`src/hdl/binomial_mod_prime_engine_unit_macros.svh`:
```
// Assertion helpers shared by the engine's modules.
`ifndef BINOMIAL_MOD_PRIME_ENGINE_UNIT_MACROS_SVH
`define BINOMIAL_MOD_PRIME_ENGINE_UNIT_MACROS_SVH

// Consequent checked in the same cycle as the antecedent.
`define BMPE_ASSERT_SAME(label, clk, rst, ante, cons, msg) \
   label: assert property (@(posedge clk) disable iff (rst) (ante) |-> (cons)) \
      else $error(msg);

// Consequent checked in the cycle after the antecedent.
`define BMPE_ASSERT_NEXT(label, clk, rst, ante, cons, msg) \
   label: assert property (@(posedge clk) disable iff (rst) (ante) |=> (cons)) \
      else $error(msg);

`endif

```
`src/hdl/bmpe_pkg.sv`:
```
package bmpe_pkg;

   localparam int DefaultTableDepth = 4096;

   localparam int ValueW  = 30;
   localparam int StatusW = 2;
   localparam int FuncW   = 2;
   localparam int ArgW    = 16;

   localparam logic [29:0] PrimeMod = 30'd1000000007;
   localparam logic [29:0] PowExp   = 30'(PrimeMod - 30'd2);
   localparam int          PowSteps = 30;

   // Barrett constant floor(2^60 / P), which fits in 31 bits.
   localparam logic [30:0] BarrettMu = 31'(64'h1000_0000_0000_0000 / 64'd1000000007);

   typedef enum logic [1:0] {
      FuncBuild = 2'd0,
      FuncComb  = 2'd1,
      FuncPerm  = 2'd2
   } func_type;

   typedef enum logic [1:0] {
      StatusOk       = 2'd0,
      StatusDepth    = 2'd1,
      StatusNotBuilt = 2'd2
   } status_type;

   typedef struct packed {
      logic        go;
      logic [29:0] a;
      logic [29:0] b;
   } mul_req_type;

   typedef struct packed {
      logic        done;
      logic [29:0] p;
   } mul_rsp_type;

   typedef struct packed {
      logic fact_we;
      logic inv_we;
      logic fact_re;
      logic inv_re;
   } mem_ctl_type;

endpackage

```
`src/hdl/bmpe_mulmod.sv`:
```
`include "binomial_mod_prime_engine_unit_macros.svh"

module bmpe_mulmod (
   input  logic                  clock,
   input  logic                  reset,
   input  bmpe_pkg::mul_req_type mul_req,
   output bmpe_pkg::mul_rsp_type mul_rsp
);
   import bmpe_pkg::*;

   // Five stages: product, quotient estimate, quotient times P, subtract, correct.
   logic [4:0]  v_ff, v_in;
   logic [59:0] prod_ff, prod_in;
   logic [61:0] est_ff, est_in;
   logic [31:0] low1_ff, low1_in;
   logic [31:0] low2_ff, low2_in;
   logic [31:0] qp_ff, qp_in;
   logic [31:0] rem_ff, rem_in;
   logic [29:0] res_ff, res_in;

   localparam logic [31:0] OneP   = 32'(PrimeMod);
   localparam logic [31:0] TwoP   = 32'(PrimeMod) + 32'(PrimeMod);
   localparam logic [31:0] ThreeP = 32'(PrimeMod) + 32'(PrimeMod) + 32'(PrimeMod);

   always_comb begin
      v_in    = {v_ff[3:0], mul_req.go};
      prod_in = 60'(mul_req.a) * 60'(mul_req.b);
      est_in  = 62'(prod_ff[59:29]) * 62'(BarrettMu);
      low1_in = prod_ff[31:0];
      qp_in   = 32'(est_ff[61:31]) * 32'(PrimeMod);
      low2_in = low1_ff;
      rem_in  = low2_ff - qp_ff;
      if (rem_ff >= TwoP) begin
         res_in = 30'(rem_ff - TwoP);
      end else if (rem_ff >= OneP) begin
         res_in = 30'(rem_ff - OneP);
      end else begin
         res_in = 30'(rem_ff);
      end
   end

   always_ff @(posedge clock) begin
      if (reset) begin
         v_ff <= '0;
      end else begin
         v_ff <= v_in;
      end
   end

   always_ff @(posedge clock) begin
      prod_ff <= prod_in;
      est_ff  <= est_in;
      low1_ff <= low1_in;
      qp_ff   <= qp_in;
      low2_ff <= low2_in;
      rem_ff  <= rem_in;
      res_ff  <= res_in;
   end

   assign mul_rsp.done = v_ff[4];
   assign mul_rsp.p    = res_ff;

   `BMPE_ASSERT_SAME(a_mul_single, clock, reset, 1'b1, $onehot0(v_ff), "more than one multiply in flight")
   `BMPE_ASSERT_SAME(a_mul_rem_bound, clock, reset, v_ff[3], rem_ff < ThreeP, "Barrett remainder out of bound")
   `BMPE_ASSERT_SAME(a_mul_range, clock, reset, mul_rsp.done, mul_rsp.p < PrimeMod, "product not reduced")

endmodule

```
`config.mk`:
```
export PLATFORM = sky130hd
export DESIGN_NAME = bmpe_mulmod
export DESIGN_NICKNAME = d
export VERILOG_FILES = /design/src/hdl/bmpe_pkg.sv /design/src/hdl/bmpe_mulmod.sv
export VERILOG_INCLUDE_DIRS = /design/src /design/src/hdl
export SDC_FILE = /design/constraint.sdc
export NUM_CORES = 2
export LEC_CHECK = 0
export BUFFER_PORTS_ARGS = -buffer_cell sky130_fd_sc_hd__buf_2
export CAP_MARGIN = 20
export CORE_UTILIZATION = 23
export DETAILED_ROUTE_END_ITERATION = 6
export GPL_TIMING_DRIVEN = 0
export HOLD_SLACK_MARGIN = 0.02
export PLACE_DENSITY = 0.42
export SLEW_MARGIN = 20
export SYNTH_ARGS = -nofsm -noshare
export SYNTH_HDL_FRONTEND = slang
export SYNTH_SLANG_ARGS = --single-unit
```
`constraint.sdc`:
```
create_clock -name clock -period 15.43 [get_ports clock]
set_clock_uncertainty 0.05 [all_clocks]
set_input_delay 0.7715 -clock clock [delete_from_list [all_inputs] [get_ports clock]]
set_output_delay 0.7715 -clock clock [all_outputs]
set_load 0.02 [all_outputs]
```
==> summary.md <==
| Metric | Value |
|---|---|
| Hold path start | low1_ff[6] |
| H-tree levels | 1 |
| CTS tree | done |
| Grt ovf | 0 |
| Drt drc | 0 |
| Fmax | 0.106 GHz |
| Worst Path Arrival | 9890 ps |
| Syn Inst Count | between 5000 and 6000 |
| Initial antenna violation count | 17 |
| Row count | ~180 |
| Crit Path Max Fanout | 10 |
| Total core area | roughly 250000 µm² |
| Vias in the first global route | 43300 |
| Setup ws final | roughly 6000 ps |
| Length of routed wiring on met1 | slightly below 90 mm |
| 1st-iter DRT viols | between 2000 and 2500 |
| Share of post-route cells with drive strength above 1 | approximately 2.2% |
| Final setup viols | 0 |
| Synth Cell Area | 57000 µm² |
| Hold Path Class | flop to flop |
| Num CTS Buffers | 31 |
| Routed WL per cell | roughly 20 µm |
| Nets | ~8000 |
| Root Buffer | clkbuf_16 |
| Sequential area share after synthesis | slightly below 9% |
| Post-CTS sizing | 0 |
| Fin crit period | ~9400 ps |
| Post-Place Setup Slack | 5360 ps |
| Longest Clk Path Bufs | 3 |
| Initial Utilization | 23.1% |
| Crit path launch | mul_req[6] |
| Actual slew at the worst max-slew pin | around 1300 ps |
| Boundary Pins | 94 |
| Top routing layer in use | met4 |
| Most common cell after layout, fill and taps aside | inv_1 |
| Post-synth EDFFs | 0 |
| Die H | approximately 500 µm |
| Die area | 250000 µm² |
| P&R area growth vs syn | 9.53% |
| CP Data Required Time | 15910 ps |
| Met3 WL | 10.8 mm |
| Largest net degree at the start of global routing | 17 |
| Final Hold Fails | 0 |
| Total track usage | 15.2% |
| Max-slew violations | 0 |
| Yosys cell types | a little over 70 |
| Vias | ~40000 |
| Worst skew pair latency | approximately 600 ps |
| R2r startpoint | prod_ff[42] |
| Met2 wire len | between 80 and 90 mm |
| DPL Wire Length | approximately 160 mm |
| Max_cap viols | 0 |
| Ys async rst share | 0% |
| Chip width | 500 µm |
| # hold bufs at CTS | 0 |
| First-pass GRT wire length | 282 mm |
| FF-to-FF setup slack | 7510 ps |
| Pre-antenna DRT Iters | 5 |
| Synth Register Bits | around 250 |
| Post-DRT Antenna Nets | 0 |
| Reg clk slew, reported paths | 60 ps |
| Post-synth top flop | dfxtp_1 |
| Commonest non-fill, non-tap cells in the layout | inv_1, fa_1, ha_1 |
| Post-CTS Setup Bufs | 0 |
| Setup TNS | 0 ps |
| Worst Setup End Kind | flop |
| Syn Nets | 7960 |
| Tcrit/Tclk final | about three fifths |
| Post-Syn Area per Cell | ~9.7 µm² |
| RSZ-0062 raised after global routing | no |
| Crit path kind | input pin to flop |
| Vias/cell | 4.19 |
| Worst setup SP type | input pin |
| Clock Sinks | between 200 and 300 |
| Status | complete, no violations |
| I/O Buffers | 33 |
| WL final | between 150 and 200 mm |
| Yosys warning count | 0 |
| Slew margin rel. | between 10% and 20% |
| Routability Congestion | between 0.8 and 0.9 |
-- synthesized netlist by cell type, types with 13 or more instances --
| cell | instances | share of area (%) |
|---|---|---|
| xnor2_1 | 143 | 2.2 |
| o21a_1 | 16 | 0.21 |
| xor2_1 | 51 | 0.78 |
| nor2b_1 | 28 | 0.31 |
| a21o_1 | 65 | 0.86 |
| and3_1 | 13 | 0.14 |
| o21ai_0 | 101 | 0.89 |
| a211oi_1 | 20 | 0.26 |
| nand2_1 | 464 | 3.1 |
| fa_1 | 1224 | 43 |
| nand2b_1 | 22 | 0.24 |
| and2_1 | 532 | 5.8 |
| a21oi_1 | 139 | 1.2 |
| nand3_1 | 34 | 0.30 |
| nand4_1 | 15 | 0.16 |
| nor2_1 | 101 | 0.67 |
| ha_1 | 796 | 17 |
| inv_1 | 1491 | 9.8 |
| dfxtp_1 | 254 | 8.9 |
| o21bai_1 | 18 | 0.24 |
| a31oi_1 | 14 | 0.15 |
| clkbuf_1 | 193 | 1.3 |
| nor3_1 | 20 | 0.18 |
-- worst max-delay path, stage by stage --
cell and delay (ps):
clkbuf_1 870, nand2_1 200, fa_1 570, fa_1 560, fa_1 580, fa_1 530
inv_1 70, fa_1 560, fa_1 430, fa_1 490, inv_1 50, fa_1 500
inv_1 60, ha_1 260, clkbuf_1 380, nand3_1 120, nor4_1 680, o2111ai_1 590
nand4_1 260, o211a_1 290, a41o_1 260, o21ai_0 100, nand2_1 90, a21oi_1 120
o31ai_1 340, xnor2_1 160
-- state kept, by name, summed over array words and instances (netlist names) --
name	count
prod_ff	60
low1_ff	32
low2_ff	32
qp_ff	32
rem_ff	32
est_ff	31
res_ff	30
v_ff	5
-- area by class of cell --
class	count	area, µm²
antenna	14	35.0
buffer	204	796
clock buffer	34	807
clock inverter	24	267
fill	26600	184000
inverter	1491	5600
multi-input combinational	3928	45500
sequential	254	5090
tap	3312	4140
timing repair buffer	33	165
-- worst paths after layout --
| check | cells past startpoint | endpoint |
|---|---|---|
| worst max-delay path | 26 | prod_ff[59] |
| worst min-delay path | 0 | low2_ff[6] |
| worst max register to register | 21 | est_ff[42] |
| worst min register to register | 0 | low2_ff[6] |
-- layer usage --
layer,global-route usage [%],up-vias
li1,-,17700
met1,21.1,20100
met2,24.7,930
met3,2.20,178
met4,3.75,0
met5,0,-
-- metrics by stage --
stage                     instance area, µm²  hold WS, ps  cells  utilization [%]
after global routing                   62400          281   9283             25.3
final                                  62400          275   9294             25.4
after floorplan                        57000          260   5877                -
after detailed placement               61300          262   9222             24.9
after global placement                 61300          263   9222             24.9
after CTS                              62400          277   9280             25.3
-- cell families after synthesis --
logic type                 after synthesis  share of synthesized area, %
muxes                                    2                        0.0351
AOI/OAI and AO/OA                      457                          5.14
DFF                                    254                          8.92
adders and majority gates             2020                          60.5
and+or+nand+nor                       1255                          11.2
buffers and inverters                 1695                          11.2
xor gates and xnor gates               194                          2.98
Power is left out: the tool's default activity adds up to more than one toggle a clock period on the data nets, which glitch-free logic cannot reach.
