<file path="src/hdl/binomial_mod_prime_engine_unit_macros.svh">
// Assertion helpers shared by the engine's modules.
`ifndef BINOMIAL_MOD_PRIME_ENGINE_UNIT_MACROS_SVH
`define BINOMIAL_MOD_PRIME_ENGINE_UNIT_MACROS_SVH

// Consequent checked in the same cycle as the antecedent.
`define BMPE_ASSERT_SAME(label, clk, rst, ante, cons, msg) \
   label: assert property (@(posedge clk) disable iff (rst) (ante) |-> (cons)) \
      else $error(msg);

// Consequent checked in the cycle after the antecedent.
`define BMPE_ASSERT_NEXT(label, clk, rst, ante, cons, msg) \
   label: assert property (@(posedge clk) disable iff (rst) (ante) |=> (cons)) \
      else $error(msg);

`endif

</file>
<file path="src/hdl/bmpe_pkg.sv">
package bmpe_pkg;

   localparam int DefaultTableDepth = 4096;

   localparam int ValueW  = 30;
   localparam int StatusW = 2;
   localparam int FuncW   = 2;
   localparam int ArgW    = 16;

   localparam logic [29:0] PrimeMod = 30'd1000000007;
   localparam logic [29:0] PowExp   = 30'(PrimeMod - 30'd2);
   localparam int          PowSteps = 30;

   // Barrett constant floor(2^60 / P), which fits in 31 bits.
   localparam logic [30:0] BarrettMu = 31'(64'h1000_0000_0000_0000 / 64'd1000000007);

   typedef enum logic [1:0] {
      FuncBuild = 2'd0,
      FuncComb  = 2'd1,
      FuncPerm  = 2'd2
   } func_type;

   typedef enum logic [1:0] {
      StatusOk       = 2'd0,
      StatusDepth    = 2'd1,
      StatusNotBuilt = 2'd2
   } status_type;

   typedef struct packed {
      logic        go;
      logic [29:0] a;
      logic [29:0] b;
   } mul_req_type;

   typedef struct packed {
      logic        done;
      logic [29:0] p;
   } mul_rsp_type;

   typedef struct packed {
      logic fact_we;
      logic inv_we;
      logic fact_re;
      logic inv_re;
   } mem_ctl_type;

endpackage

</file>
<file path="src/hdl/bmpe_ctrl.sv">
`include "binomial_mod_prime_engine_unit_macros.svh"

module bmpe_ctrl #(
   parameter  int Depth = bmpe_pkg::DefaultTableDepth,
   localparam int AddrW = $clog2(Depth)
) (
   input  logic                              clock,
   input  logic                              reset,
   input  logic                              req_valid,
   output logic                              req_ready,
   input  logic [bmpe_pkg::FuncW-1:0]        req_func,
   input  logic [bmpe_pkg::ArgW-1:0]         req_n_total,
   input  logic [bmpe_pkg::ArgW-1:0]         req_r_chosen,
   input  logic                              out_free,
   output logic                              res_valid,
   output logic [bmpe_pkg::ValueW-1:0]       res_value,
   output logic [bmpe_pkg::StatusW-1:0]      res_status,
   output bmpe_pkg::mul_req_type             mul_req,
   input  bmpe_pkg::mul_rsp_type             mul_rsp,
   output bmpe_pkg::mem_ctl_type             mem_ctl,
   output logic [AddrW-1:0]                  wr_addr,
   output logic [29:0]                       wr_data,
   output logic [AddrW-1:0]                  fact_addr,
   output logic [AddrW-1:0]                  inv_addr,
   input  logic [29:0]                       fact_data,
   input  logic [29:0]                       inv_data
);
   import bmpe_pkg::*;

   typedef enum logic [8:0] {
      StIdle   = 9'b000000001,
      StFact   = 9'b000000010,
      StPowMul = 9'b000000100,
      StPowSqr = 9'b000001000,
      StInv    = 9'b000010000,
      StQRead  = 9'b000100000,
      StQMul1  = 9'b001000000,
      StQMul2  = 9'b010000000,
      StResp   = 9'b100000000
   } state_type;

   localparam int              CmpW    = ((AddrW > ArgW) ? AddrW : ArgW) + 1;
   localparam logic [CmpW-1:0] DepthC  = CmpW'(Depth);
   localparam logic [AddrW-1:0] LastIdx = AddrW'(Depth - 1);
   localparam logic [AddrW-1:0] OneIdx  = AddrW'(1);
   localparam logic [4:0]      LastBit = 5'(PowSteps - 1);

   state_type        state_ff, state_in;
   logic [AddrW-1:0] idx_ff, idx_in;
   logic [4:0]       bit_ff, bit_in;
   logic [29:0]      acc_ff, acc_in;
   logic [29:0]      sq_ff, sq_in;
   func_type         func_ff, func_in;
   logic [AddrW-1:0] r_ff, r_in;
   logic             tables_ready_ff, tables_ready_in;
   mul_req_type      mreq_ff, mreq_in;
   logic [29:0]      res_value_ff, res_value_in;
   status_type       res_status_ff, res_status_in;

   logic [CmpW-1:0]  n_cmp;
   logic [CmpW-1:0]  r_cmp;
   logic [CmpW-1:0]  diff_cmp;
   logic [AddrW-1:0] next_idx;
   logic [AddrW-1:0] prev_idx;
   logic [4:0]       next_bit;

   assign n_cmp    = CmpW'(req_n_total);
   assign r_cmp    = CmpW'(req_r_chosen);
   assign diff_cmp = CmpW'(req_n_total - req_r_chosen);
   assign next_idx = idx_ff + OneIdx;
   assign prev_idx = idx_ff - OneIdx;
   assign next_bit = bit_ff + 5'd1;

   always_comb begin
      state_in        = state_ff;
      idx_in          = idx_ff;
      bit_in          = bit_ff;
      acc_in          = acc_ff;
      sq_in           = sq_ff;
      func_in         = func_ff;
      r_in            = r_ff;
      tables_ready_in = tables_ready_ff;
      mreq_in         = '0;
      res_value_in    = res_value_ff;
      res_status_in   = res_status_ff;
      mem_ctl         = '0;
      wr_addr         = idx_ff;
      wr_data         = mul_rsp.p;
      fact_addr       = n_cmp[AddrW-1:0];
      inv_addr        = diff_cmp[AddrW-1:0];
      req_ready       = 1'b0;
      res_valid       = 1'b0;

      case (state_ff)
         StIdle: begin
            req_ready = 1'b1;
            if (req_valid) begin
               func_in       = func_type'(req_func);
               r_in          = r_cmp[AddrW-1:0];
               res_value_in  = '0;
               res_status_in = StatusOk;
               state_in      = StResp;
               case (func_type'(req_func))
                  FuncBuild: begin
                     mem_ctl.fact_we = 1'b1;
                     wr_addr         = '0;
                     wr_data         = 30'd1;
                     idx_in          = OneIdx;
                     mreq_in.go      = 1'b1;
                     mreq_in.a       = 30'(OneIdx);
                     mreq_in.b       = 30'd1;
                     state_in        = StFact;
                  end
                  FuncComb, FuncPerm: begin
                     if (!tables_ready_ff) begin
                        res_status_in = StatusNotBuilt;
                     end else if (n_cmp >= DepthC) begin
                        res_status_in = StatusDepth;
                     end else if (req_r_chosen <= req_n_total) begin
                        mem_ctl.fact_re = 1'b1;
                        mem_ctl.inv_re  = 1'b1;
                        state_in        = StQRead;
                     end
                  end
                  default: begin
                  end
               endcase
            end
         end
         StFact: begin
            if (mul_rsp.done) begin
               mem_ctl.fact_we = 1'b1;
               mreq_in.go      = 1'b1;
               if (idx_ff == LastIdx) begin
                  sq_in  = mul_rsp.p;
                  acc_in = 30'd1;
                  bit_in = '0;
                  if (PowExp[0]) begin
                     mreq_in.a = 30'd1;
                     mreq_in.b = mul_rsp.p;
                     state_in  = StPowMul;
                  end else begin
                     mreq_in.a = mul_rsp.p;
                     mreq_in.b = mul_rsp.p;
                     state_in  = StPowSqr;
                  end
               end else begin
                  idx_in    = next_idx;
                  mreq_in.a = 30'(next_idx);
                  mreq_in.b = mul_rsp.p;
               end
            end
         end
         StPowMul: begin
            if (mul_rsp.done) begin
               acc_in     = mul_rsp.p;
               mreq_in.go = 1'b1;
               mreq_in.a  = sq_ff;
               mreq_in.b  = sq_ff;
               state_in   = StPowSqr;
            end
         end
         StPowSqr: begin
            if (mul_rsp.done) begin
               sq_in      = mul_rsp.p;
               mreq_in.go = 1'b1;
               if (bit_ff == LastBit) begin
                  mem_ctl.inv_we = 1'b1;
                  wr_addr        = LastIdx;
                  wr_data        = acc_ff;
                  idx_in         = LastIdx;
                  mreq_in.a      = acc_ff;
                  mreq_in.b      = 30'(LastIdx);
                  state_in       = StInv;
               end else begin
                  bit_in = next_bit;
                  if (PowExp[next_bit]) begin
                     mreq_in.a = acc_ff;
                     mreq_in.b = mul_rsp.p;
                     state_in  = StPowMul;
                  end else begin
                     mreq_in.a = mul_rsp.p;
                     mreq_in.b = mul_rsp.p;
                     state_in  = StPowSqr;
                  end
               end
            end
         end
         StInv: begin
            if (mul_rsp.done) begin
               mem_ctl.inv_we = 1'b1;
               wr_addr        = prev_idx;
               idx_in         = prev_idx;
               if (idx_ff == OneIdx) begin
                  tables_ready_in = 1'b1;
                  state_in        = StResp;
               end else begin
                  mreq_in.go = 1'b1;
                  mreq_in.a  = mul_rsp.p;
                  mreq_in.b  = 30'(prev_idx);
               end
            end
         end
         StQRead: begin
            mem_ctl.inv_re = 1'b1;
            inv_addr       = r_ff;
            mreq_in.go     = 1'b1;
            mreq_in.a      = fact_data;
            mreq_in.b      = inv_data;
            state_in       = StQMul1;
         end
         StQMul1: begin
            if (mul_rsp.done) begin
               if (func_ff == FuncComb) begin
                  mreq_in.go = 1'b1;
                  mreq_in.a  = mul_rsp.p;
                  mreq_in.b  = inv_data;
                  state_in   = StQMul2;
               end else begin
                  res_value_in = mul_rsp.p;
                  state_in     = StResp;
               end
            end
         end
         StQMul2: begin
            if (mul_rsp.done) begin
               res_value_in = mul_rsp.p;
               state_in     = StResp;
            end
         end
         StResp: begin
            res_valid = 1'b1;
            if (out_free) begin
               state_in = StIdle;
            end
         end
         default: begin
            state_in = StIdle;
         end
      endcase
   end

   always_ff @(posedge clock) begin
      if (reset) begin
         state_ff        <= StIdle;
         tables_ready_ff <= 1'b0;
         mreq_ff         <= '0;
      end else begin
         state_ff        <= state_in;
         tables_ready_ff <= tables_ready_in;
         mreq_ff         <= mreq_in;
      end
   end

   always_ff @(posedge clock) begin
      idx_ff        <= idx_in;
      bit_ff        <= bit_in;
      acc_ff        <= acc_in;
      sq_ff         <= sq_in;
      func_ff       <= func_in;
      r_ff          <= r_in;
      res_value_ff  <= res_value_in;
      res_status_ff <= res_status_in;
   end

   assign mul_req    = mreq_ff;
   assign res_value  = res_value_ff;
   assign res_status = res_status_ff;

   `BMPE_ASSERT_SAME(a_idle_no_mul, clock, reset, state_ff == StIdle, !mul_rsp.done, "multiply result arrived while idle")
   `BMPE_ASSERT_SAME(a_idle_no_write, clock, reset, state_ff == StIdle, !mem_ctl.inv_we && (!mem_ctl.fact_we || wr_addr == '0), "table write while idle")
   `BMPE_ASSERT_NEXT(a_ready_sticky, clock, reset, tables_ready_ff, tables_ready_ff, "tables ready flag dropped")
   `BMPE_ASSERT_SAME(a_read_built, clock, reset, mem_ctl.fact_re || mem_ctl.inv_re, tables_ready_ff, "table read before build")

endmodule

</file>
<file path="config.mk">
export PLATFORM = sky130hd
export DESIGN_NAME = bmpe_ctrl
export DESIGN_NICKNAME = d
export VERILOG_FILES = /design/src/hdl/bmpe_pkg.sv /design/src/hdl/bmpe_ctrl.sv
export VERILOG_INCLUDE_DIRS = /design/src /design/src/hdl
export SDC_FILE = /design/constraint.sdc
export NUM_CORES = 1
export LEC_CHECK = 0
export BUFFER_PORTS_ARGS = -buffer_cell sky130_fd_sc_hd__buf_2
export CORE_ASPECT_RATIO = 0.9
export CORE_MARGIN = 4
export CORE_UTILIZATION = 38
export CTS_CLUSTER_DIAMETER = 120
export DETAILED_ROUTE_END_ITERATION = 8
export GPL_TIMING_DRIVEN = 0
export PLACE_DENSITY_LB_ADDON = 0.15
export SLEW_MARGIN = 0
export SYNTH_ARGS = -nofsm -noshare
export SYNTH_HDL_FRONTEND = slang
export SYNTH_SLANG_ARGS = --single-unit
</file>
<file path="constraint.sdc">
create_clock -name clock -period 3.1 [get_ports clock]
set_input_delay 0.62 -clock clock [delete_from_list [all_inputs] [get_ports clock]]
set_output_delay 0.62 -clock clock [all_outputs]
set_load 0.05 [all_outputs]
</file>
==> results of run 1 <==
-- worst max path at each step --
stage / depth (start not counted) / startpoint / slack (ns) / end
finish: 10 / idx_ff[4] / -0.31 / wr_addr[10]
floorplan: 8 / state_ff[7] / -0.34 / inv_addr[2]
global route: 10 / idx_ff[4] / -0.37 / wr_addr[10]
detailed placement: 10 / state_ff[2] / -1.42 / inv_addr[8]
global placement: 10 / state_ff[2] / -1.34 / inv_addr[10]
CTS: 8 / idx_ff[5] / -0.39 / wr_addr[11]
-- final cells by class --
cell class | count | area (sq um)
Sequential cell | 194 | 5130
Timing Repair Buffer | 406 | 2900
Tap cell | 360 | 450
Inverter | 48 | 198
Multi-Input combinational cell | 827 | 6400
Clock inverter | 14 | 169
Clock buffer | 18 | 450
Antenna cell | 1 | 2.50
Fill cell | 2432 | 11700
Buffer | 90 | 731
-- state kept, by name (all words and copies together), names as in the netlist --
signal and count:
func_ff 2, res_status 2, res_value 30, bit_ff 5, mul_req 61, acc_ff 30
r_ff 12, idx_ff 12, state_ff 9, sq_ff 30, tables_ready_ff 1
-- timing repair --
action	CTS	global route
cloned	3	4
gates resized for setup	332	183
pin swaps	53	68
endpoints found under the hold margin	0	0
setup endpoints to repair	194	137
buffers inserted	74	33
-- power breakdown --
part           total, uW  switching, uW  internal [uW]
Combinational       3190           2140           1050
Clock               2410           1140           1270
Sequential          3130            104           3030
-- metrics by stage --
stage	worst slack [ns]	power, uW
floorplan	-0.342	4900
global placement	-1.34	5650
detailed placement	-1.42	5690
CTS	-0.389	8510
global route	-0.374	9010
finish	-0.305	8730
-- critical path, cell delays in order, from the launching register on --
cell      delay [ns]
edfxtp_1        0.38
buf_6           0.13
or4_4           0.52
buf_6           0.14
nor2_4          0.13
nand2_4         0.07
or3_4           0.35
xor2_2          0.17
o21ai_2         0.14
a21o_1          0.13
buf_6           0.16
-- layout by cell type (no fill, tap or decap), drive strengths merged, types with 15 or more instances in the layout --
cell type    n
a31oi       21
or3         15
a221o       16
xor2        16
inv         55
nand3       32
o21a        16
ha          35
o21ai       72
and2        52
nor3        35
xnor2       16
nor2        79
edfxtp     123
a22oi       29
clkbuf      69
a21oi       89
buf        445
dfxtp       71
nand2      107
a222oi      16
a22o        15
-- logic make-up after synthesis --
kind of cell | count (synthesis) | share of synthesized area
simple gates | 405 | 0.192
fa+ha+maj | 36 | 0.0418
compound gates | 351 | 0.215
buf+inv | 150 | 0.0581
xor+xnor | 32 | 0.0256
flops | 194 | 0.467
mux | 1 | 0.000914
-- layer usage --
layer | share of wire | track usage | up-vias
met5 | 0.00055 | 0 | -
met3 | 0.10 | 0.0606 | 63
li1 | - | - | 5142
met1 | 0.42 | 0.373 | 5574
met2 | 0.46 | 0.428 | 676
met4 | 0.016 | 0.0630 | 4
-- cells in the mapped netlist (6+ instances only) --
cell type  instances
buf_4             13
nor2_1            78
a21o_1            11
a221o_1           16
and2_1            51
or3_1             12
xor2_1            16
ha_1              35
nor2b_1           10
a222oi_1          16
nand2_1          107
o21a_1            16
dfxtp_1           71
buf_1              7
nand3_1           32
nand4_1           13
a21oi_1           89
o211ai_1          13
a221oi_1           8
nor3_1            34
a31oi_1           21
buf_2              8
xnor2_1           16
nor4b_1            6
a211o_1            8
edfxtp_1         123
nand2b_1          14
inv_1             48
o21ai_0           71
o31ai_1            6
a22o_1            15
a22oi_1           29
clkbuf_1          72
or4_1              8
==> metrics, run 1 <==
outcome=finished with violations; failing checks=negative setup slack; Layout Cells excl Fill=1958; fin area=16400 sq um; Remaining Overflow, GRT=0; Hold Path End=r_ff[0]; Critical Path Start Type=flip-flop; VDD IR max=0.400 mV; worst hold slack=0.345 ns; Fin. Hold Viols=0; number of remaining DRC errors=0; top cells by area, synth=edfxtp_1, dfxtp_1, a21oi_1; share of synthesized registers carrying an async set or reset=0; Gate Count Post-Synth=1169; DRT Pass-1 Iters=8; Worst slew margin=0.450; Setup CP Type=flip-flop to output pin; placed cells=1823; Cell Pwr Density=531 nW/um^2; HP Start=req_r_chosen[0]; CORE AREA=28200 sq um; layout cell share with drive strength beyond 1=0.448; All-Layer GR Usage=0.268; Synth Flop Type=edfxtp_1; WHS Path Cells=1; clk root buf=clkbuf_16; area leader, netlist=edfxtp_1; CTS Buf Count=17; RSZ-0062 raised after global routing=true; Distinct cells, synth=74; Final Slew Violations=0; Syn Area/Cell=9.37 sq um; Starting Density=0.389; H-Tree Depth=4; final worst path period share=1.10; clk buf depth=2; initial DRC count=1161; FF-to-FF Start=bit_ff[1]; Pleak=0.00659 uW; Setup Viol. Count Final=38; Final Critical Period=3.41 ns; clock tree sinks=194; CP endpoint kind=output pin; Hold WC Path Type=input pin to flip-flop; Port-buffer cells=292; Synth warnings=0; r2r setup slk=0.03 ns; Yosys reg bits=194; maxcap violations=0; clk slew on worst S/H paths=0.09 ns; largest net degree at the start of global routing=32; setup TNS=-3.50 ns; die area=31600 sq um; clk_lat worst skew=0.46 ns; Tightest Pin Transition=0.825 ns; antenna-violating nets left=0; IO Count=294; reg2reg path depth=12; Post-Route WL=45500 microns; initial antenna violation count=3; Layout area overhead=50.0%; Finished Core Util=0.584; Via density=5.85; vias in the first global route=10.9k; drt wl/cell=23.3 microns; clock skew=0.0199 ns; Die H=169 microns; Seq/Total Area, Yosys=0.467; post-DP HPWL=31200 microns; CTS Hold Bufs=0; first-pass GRT wire length=66000 microns; CTS tree=yes; Final WS setup=-0.305 ns; Worst Path Required=2.48 ns; Post-Place Cell Area=13200 sq um; routed via count=11.5k; Final Net Count=1749; Critical Path AT=2.79 ns; GP Congestion=0.908; number of flops mapped to enable cells by yosys=123; syn_nets=1334; Synth top area share=0.337; worst-path fanout max=3; Die Wd=187 microns; RR Endpoint=mul_req[34]; Syn Std Cell Area=11000 sq um; Rows=58; fmax=294 MHz
No activity file was read; power rests on OpenSTA's default activity.
==> run 2: changes to the inputs <==
==> constraint.sdc (replaced) <==
create_clock -name clock -period 3.1 [get_ports clock]
set_input_delay 0.93 -clock clock [delete_from_list [all_inputs] [get_ports clock]]
set_output_delay 0.93 -clock clock [all_outputs]
set_load 0.05 [all_outputs]
==> metrics, run 2 (synthesis gave the netlist of run 1 again) <==
Die Wd=187 microns; outcome=finished with violations; RSZ-0062 raised after global routing=true; worst path cell trace=buf_8, inv_8, ha_4, fa_2, nand2b_4, a21oi_4, o21ai_2, a211oi_2, o211a_1, nor3_2, o31ai_4, buf_6; Starting Density=0.389; antenna-violating nets left=0; GR met3 Demand/Resource=0.0602; P_int=5510 uW; CTS tree=yes; clock network power share=0.259; die area=31600 sq um; fmax=256 MHz; VDD IR max=0.411 mV; Reg power frac=0.352; Layout area overhead=61.7%; Die H=169 microns; post-DP HPWL=31400 microns; Final Slew Violations=0; fin area=17700 sq um; WHS Path Cells=2; number of remaining DRC errors=7; routed via count=11.6k; Critical Path AT=2.97 ns; GR Util met2=0.454; Setup Viol. Count Final=58; largest net degree at the start of global routing=32; CORE AREA=28200 sq um; Via density=5.84; Final WS setup=-0.800 ns; DRT Pass-1 Iters=9; clk root buf=clkbuf_16; clock skew=0.0134 ns; first-pass GRT wire length=68600 microns; CTS Hold Bufs=0; FF-to-FF Start=bit_ff[1]; most frequent cells in the layout=buf_2, buf_4, edfxtp_1, buf_6, nand2_1; met1 Usage GRT=0.378; Crit. Startpoint=req_n_total[0]; Cell Pwr Density=504 nW/um^2; Final Critical Period=3.90 ns; clk slew on worst S/H paths=0.07 ns; Worst Path Required=2.17 ns; Remaining Overflow, GRT=0; Post-Route WL=46800 microns; Gate power share=0.389; HP Start=sq_ff[22]; worst-path cell with the longest stage delay=fa_2; Rows=58; maxcap violations=0; clock tree sinks=194; Post-Place Cell Area=13900 sq um; Hold WC Path Type=flip-flop to flip-flop; GP Congestion=0.922; final worst path period share=1.26; CP endpoint kind=output pin; Layout Cells excl Fill=1991; Setup CP Type=input pin to output pin; vias in the first global route=11.5k; initial antenna violation count=3; Tightest Pin Transition=0.929 ns; Largest register FFs=61; clk_lat worst skew=0.45 ns; H-Tree Depth=4; reg2reg path depth=11; failing checks=design-rule violations, negative setup slack; commonest non-fill, non-tap cell in the layout=buf_2; layout cell share with drive strength beyond 1=0.499; Port-buffer cells=292; CTS Buf Count=17; Critical Path Start Type=input pin; worst-path fanout max=3; Final Net Count=1781; Pleak=0.00702 uW; Sw Share=0.383; clk buf depth=2; max incr delay on CP=0.37 ns; Worst slew margin=0.381; IO Count=294; Finished Core Util=0.629; Fin. Hold Viols=0; All-Layer GR Usage=0.281; gr busiest metal=met2; placed cells=1823; switching power=3420 uW; drt wl/cell=23.5 microns; initial DRC count=1111
## run 2: cell types whose count changed in the layout (fill, tap and decap cells not counted), moves of 8 or more
cell	before	now
o21ai_4	8	24
nand2_2	5	19
a21oi_2	29	20
nand2_4	8	20
nand2_1	93	66
buf_8	24	47
a21oi_4	7	23
o21ai_2	21	11
nor2_2	15	7
nor2_4	14	24
buf_4	120	130
clkbuf_16	24	34
## run 2: layout make-up
cell class,count,area [sq um]
inverter,48,223
multi-input combinational,826,7040
buffer,87,796
sequential,194,5130
clock inverter,10,93.8
timing repair buffer,442,3470
fill,2309,10400
antenna,2,5.00
clock buffer,22,508
tap,360,450
## run 2: layer usage
layer,part of all wire,vias to the layer above
met1,0.42,5655
met3,0.089,83
met5,0.00015,-
li1,-,5220
met2,0.47,662
met4,0.029,2
## run 2: critical path: cells and delay by family
family / cells / cell delay [ns]
adders and majority gates: 2 / 0.52
and+or+nand+nor: 2 / 0.22
buffers and inverters: 3 / 0.31
AOI/OAI and AO/OA: 5 / 0.99
## run 2: power groups by stage
| stage | clock [uW] | combinational [uW] | sequential [uW] |
|---|---|---|---|
| 3_5_place_dp | 0 | 2720 | 3170 |
| 3_3_place_gp | 0 | 2670 | 3170 |
| 2_1_floorplan | 0 | 1470 | 3600 |
| 4_1_cts | 2330 | 3280 | 3130 |
| 5_1_grt | 2410 | 3620 | 3170 |
| 6_report | 2310 | 3480 | 3140 |
## run 2: timing repair
item	4_1_cts	5_1_grt
pin swaps	87	91
resized for setup	419	154
buffers inserted	104	51
gates cloned	8	2
setup endpoints to repair	153	114
## run 2: final timing paths
kind                                     end  slack, ns
worst max register to register   state_ff[2]       0.05
worst min register to register   mul_req[22]       0.54
worst max-delay path            inv_addr[10]      -0.80
worst min-delay path             mul_req[22]       0.54
## run 2: through the flow
step | setup slack [ns] | total power, uW | hold slack (ns) | setup TNS [ns]
global placement | -1.43 | 5850 | 0.507 | -116.24
global route | -0.917 | 9200 | 0.565 | -28.09
finish | -0.800 | 8930 | 0.537 | -22.53
floorplan | -0.693 | 5070 | 0.472 | -4.82
CTS | -0.758 | 8740 | 0.534 | -23.53
detailed placement | -1.41 | 5880 | 0.503 | -65.41
